<file path="config.mk">
export PLATFORM = sky130hd
export DESIGN_NAME = pli_cell
export DESIGN_NICKNAME = d
export VERILOG_FILES = /design/src/hw/rtl/pli_pkg.sv /design/src/hw/rtl/pli_cell.sv
export SDC_FILE = /design/constraint.sdc
export NUM_CORES = 1
export LEC_CHECK = 0
export ABC_AREA = 1
export CORE_AREA = 2 2 71 73
export CTS_BUF_LIST = sky130_fd_sc_hd__clkbuf_8
export DETAILED_ROUTE_END_ITERATION = 10
export DIE_AREA = 0 0 73 75
export DONT_BUFFER_PORTS = 1
export GPL_TIMING_DRIVEN = 0
export PLACE_DENSITY = 0.72
export SLEW_MARGIN = 20
export SYNTH_ARGS = -nofsm -noshare
export SYNTH_HDL_FRONTEND = slang
export SYNTH_SLANG_ARGS = --single-unit
</file>
<file path="constraint.sdc">
create_clock -name clock -period 3.09 [get_ports clock]
set_input_delay 0.4635 -clock clock [delete_from_list [all_inputs] [get_ports clock]]
set_output_delay 0.4635 -clock clock [all_outputs]
set_load 0.05 [all_outputs]
</file>
<file path="src/hw/rtl/pli_pkg.sv">
// ----------------------------------------------------------------------------
// pli_pkg: shared types and constants for the positional list
// Sizes of the cell chain, index widths and the control struct that is
// broadcast from the sequencer to every cell.
// ----------------------------------------------------------------------------
package pli_pkg;

   localparam int CAPACITY   = 64;
   localparam int DATA_W     = 32;
   localparam int POS_W      = 8;
   localparam int CNT_W      = $clog2(CAPACITY + 1);
   localparam int IDX_W      = (CNT_W > POS_W) ? CNT_W + 1 : POS_W + 1;
   localparam int GROUP      = 8;
   localparam int NGROUPS    = (CAPACITY + GROUP - 1) / GROUP;

   localparam logic FUNC_INSERT = 1'b0;
   localparam logic FUNC_DELETE = 1'b1;

   localparam logic STATUS_OK  = 1'b0;
   localparam logic STATUS_ERR = 1'b1;

   typedef struct packed {
      logic             ins;
      logic             del;
      logic [IDX_W-1:0] idx;
   } ctrl_type;

   typedef enum logic [2:0] {
      ST_IDLE   = 3'b001,
      ST_SELECT = 3'b010,
      ST_DONE   = 3'b100
   } state_type;

endpackage

</file>
<file path="src/hw/rtl/pli_cell.sv">
// ----------------------------------------------------------------------------
// pli_cell: one list entry
// Holds one value and shifts it towards the tail on insert or towards the
// head on delete, deciding locally from its own position in the chain.
// ----------------------------------------------------------------------------
module pli_cell
   import pli_pkg::*;
(
   input  logic              clock,
   input  ctrl_type          ctrl,
   input  logic [IDX_W-1:0]  cell_index,
   input  logic [DATA_W-1:0] new_value,
   input  logic [DATA_W-1:0] left_data,
   input  logic [DATA_W-1:0] right_data,
   output logic [DATA_W-1:0] data,
   output logic [DATA_W-1:0] hit_data
);

   logic [DATA_W-1:0] data_ff;
   logic [DATA_W-1:0] data_in;

   always_comb begin
      data_in = data_ff;
      if (ctrl.ins) begin
         if (cell_index > ctrl.idx) begin
            data_in = left_data;
         end else if (cell_index == ctrl.idx) begin
            data_in = new_value;
         end
      end else if (ctrl.del) begin
         if (cell_index >= ctrl.idx) begin
            data_in = right_data;
         end
      end
   end

   always_ff @(posedge clock) begin
      data_ff <= data_in;
   end

   assign data     = data_ff;
   assign hit_data = (cell_index == ctrl.idx) ? data_ff : '0;

endmodule

</file>
==> results_dict.tcl <==
set metrics [dict create \
    max-cap-violations 0 \
    number_of_clock_buffers_inserted_by_tritoncts 5 \
    worst-slew-pin-transition_ns 0.894 \
    syn_area_per_cell_um2 6.84 \
    placementRows 25 \
    clock_tree.root_cell "clkbuf_8" \
    place_hpwl_um 4970 \
    finalWirelength_um 6370 \
    status "complete, no violations" \
    place.port_buffers 0 \
    final_net_count 520 \
    ant_diodes 0 \
    startpoint "ctrl[4]" \
    routed_wire_length_per_instance_um 14.2 \
    critPathMaxStageDelay_ns 0.69 \
    dr.pass1.iters 4 \
    worst-path-stages 8 \
    hold_viol_final 0 \
    grt_start_max_net_pins 33 \
    layout-area-overhead-vs-synth_pct 5.48 \
    postSynthNetCount 513 \
    layout.filler_cells 458 \
    synthFlopType "edfxtp_1" \
    drcViolationCount 0 \
    timing.hold.worst.class "in2reg" \
    grt_first_pass_wirelength_um 9520 \
    crit_required_ns 2.63 \
    post_route_cells_drive_above_1_share_pct 12.4 \
    cts_repair_resize_count 0 \
    yosys.area.top_type_share_pct 36.3 \
    cts.path.max_buffers 2 \
    yosysWarnings 0 \
    synthTopCellsByArea "edfxtp_1 36%, inv_1 16%, nand2_1 14%" \
    cts_hold_buffers_added 0 \
    timing.final.ws_setup_ns 0.409 \
    portion_of_the_clock_cycle_consumed_by_the_worst_path_in_the_final_layout_pct 86.7 \
    ioPinCount 181 \
    setup_repair_after_global_routing_missed_its_margin "false" \
    start_util_pct 56.8 \
    count_leader_synth "inv_1" \
    cts_tree "done" \
    ys_top_cells_by_count "112 x inv_1, 97 x nand2_1, 54 x nand3_1" \
    first_iter_violations 101 \
    synth-edff-count 32 \
    power.density_mw_per_mm2 510 \
    cell_count_after_synthesis 387 \
    cp_cell_sequence "inv_1 -> ha_1 -> nand2_1 -> nor2_2 -> nand3_2 -> buf_6 -> buf_2 -> nor2_1" \
    top_cell_type_by_total_area_after_synthesis "edfxtp_1" \
    fp.dieH_um 75 \
    final_period_minus_worst_setup_slack_ns 2.68 \
    timing.fmax_ghz 0.373 \
    largest_reg_flops 32 \
    post_synth_instance_area_mm2 0.00265 \
    critical_path_peak_fanout 10 \
    power.leakage_nw 1.65 \
    clock_tree.htree_level_count 2 \
    core_area_mm2 0.00466 \
    slew_headroom_pct 40.2 \
    detail-route-antenna-nets 0 \
    postCtsSetupBuffers 0 \
    critPathLaunchType "input port" \
    routed_via_density 5.15 \
    gpl.final_weighted_congestion 0.809 \
    worst_path_dominant_cell_family "simple AND/OR/NAND/NOR gates" \
    placement.setup.worst_slack_ns 0.393 \
    grt_overflow_total 0 \
    grt_antenna_before_repair 0 \
    worstSetupEndpoint "hit_data[25]" \
    die_outline_area_mm2 0.00548 \
    cpMaxStageDelayCell "nor2_1" \
    worstPathBufferInverterCount 3 \
    timing.critical_path.to_type "primary output" \
    synth.yosys.seq_area_share_pct 36.3 \
    final-max-slew-violation-count 0 \
    first_global_vias 2094 \
    power.ir.vdd_worst_mv 0.261 \
    clk_transition_reported_paths_ns 0.06 \
    worst_ep_arrival_time_ns 2.22 \
    postSynthRegisterBits 32 \
    ys_types 19 \
    routed-via-count 2306 \
    die_w_um 73 \
    grt_util_all_layers_pct 22.9 \
    finalSetupTns_ns 0 \
    layout.core_utilization_pct 59.9 \
    crit_type "in2out" \
    finalSetupViolations 0 \
    fraction_of_synthesis_flops_using_an_asynchronous_set_or_reset_pin_pct 0 \
    tritoncts_num_sinks 32 \
]
layout by cell type (no fill, tap or decap), types with 2 or more instances in the layout:
cell type  netlist  final
buf_4            2      2
nand3_1         54     54
clkbuf_1         5      5
clkbuf_8         0      5
nand2_1         97     97
nand3_2         11     11
nor2_1          33     33
buf_6            7      7
edfxtp_1        32     32
inv_1          112    112
ha_1             9      9
nand2_2         11     11
buf_2            6      6
a21oi_1          2      2
area by class of cell:
cell class                      count  area, um^2  share of cell area, %
Clock inverter                      2        8.76                  0.314
Multi-Input combinational cell    223        1120                   40.2
Sequential cell                    32         961                   34.4
Tap cell                           54        67.6                   2.42
Inverter                          112         420                   15.1
Clock buffer                        5        68.8                   2.46
Buffer                             20         143                   5.11
cells by family (layout without fill, tap and decap cells):
family | after synthesis | count (layout) | synth area share (%)
flops | 32 | 32 | 36.3
buf+inv | 132 | 139 | 21.3
simple gates | 211 | 211 | 37.6
compound gates | 3 | 3 | 0.615
fa+ha+maj | 9 | 9 | 4.25
where the power goes:
| group | internal, W | leakage [nW] | switching (W) | total, W |
|---|---|---|---|---|
| combinational | 0.0000981 | 1.31 | 0.000174 | 0.000272 |
| sequential | 0.000573 | 0.301 | 0.000282 | 0.000855 |
| clock | 0.000150 | 0.0452 | 0.000146 | 0.000296 |
| total | 0.000821 | 1.65 | 0.000602 | 0.00142 |
routing by layer:
metal / vias to the layer above / share of wire [%] / global-route usage [%]
met5: - / 0 / 0
met4: 0 / 1.4 / 6.79
met3: 8 / 7.9 / 6.43
met2: 121 / 52 / 42.0
met1: 1021 / 39 / 26.0
li1: 1156 / - / -
stage by stage:
| stage | std cells | power (W) | instance area [um^2] | hold WS, ns |
|---|---|---|---|---|
| floorplan | 387 | 0.00107 | 2650 | 0.649 |
| global placement | 441 | 0.00113 | 2720 | 0.652 |
| detailed placement | 441 | 0.00114 | 2720 | 0.655 |
| global route | 448 | 0.00150 | 2790 | 0.363 |
| finish | 448 | 0.00142 | 2790 | 0.372 |
| CTS | 448 | 0.00143 | 2790 | 0.364 |
worst min path at each step:
stage / startpoint / end / slack, ns / cells after the start
after detailed placement: right_data[22] / data[22] / 0.65 / 2
final: right_data[22] / data[22] / 0.37 / 2
after CTS: right_data[22] / data[22] / 0.36 / 2
after global routing: right_data[22] / data[22] / 0.36 / 2
after floorplan: right_data[10] / data[10] / 0.65 / 2
after global placement: right_data[16] / data[16] / 0.65 / 2
Power figures use the tool's default switching activity.
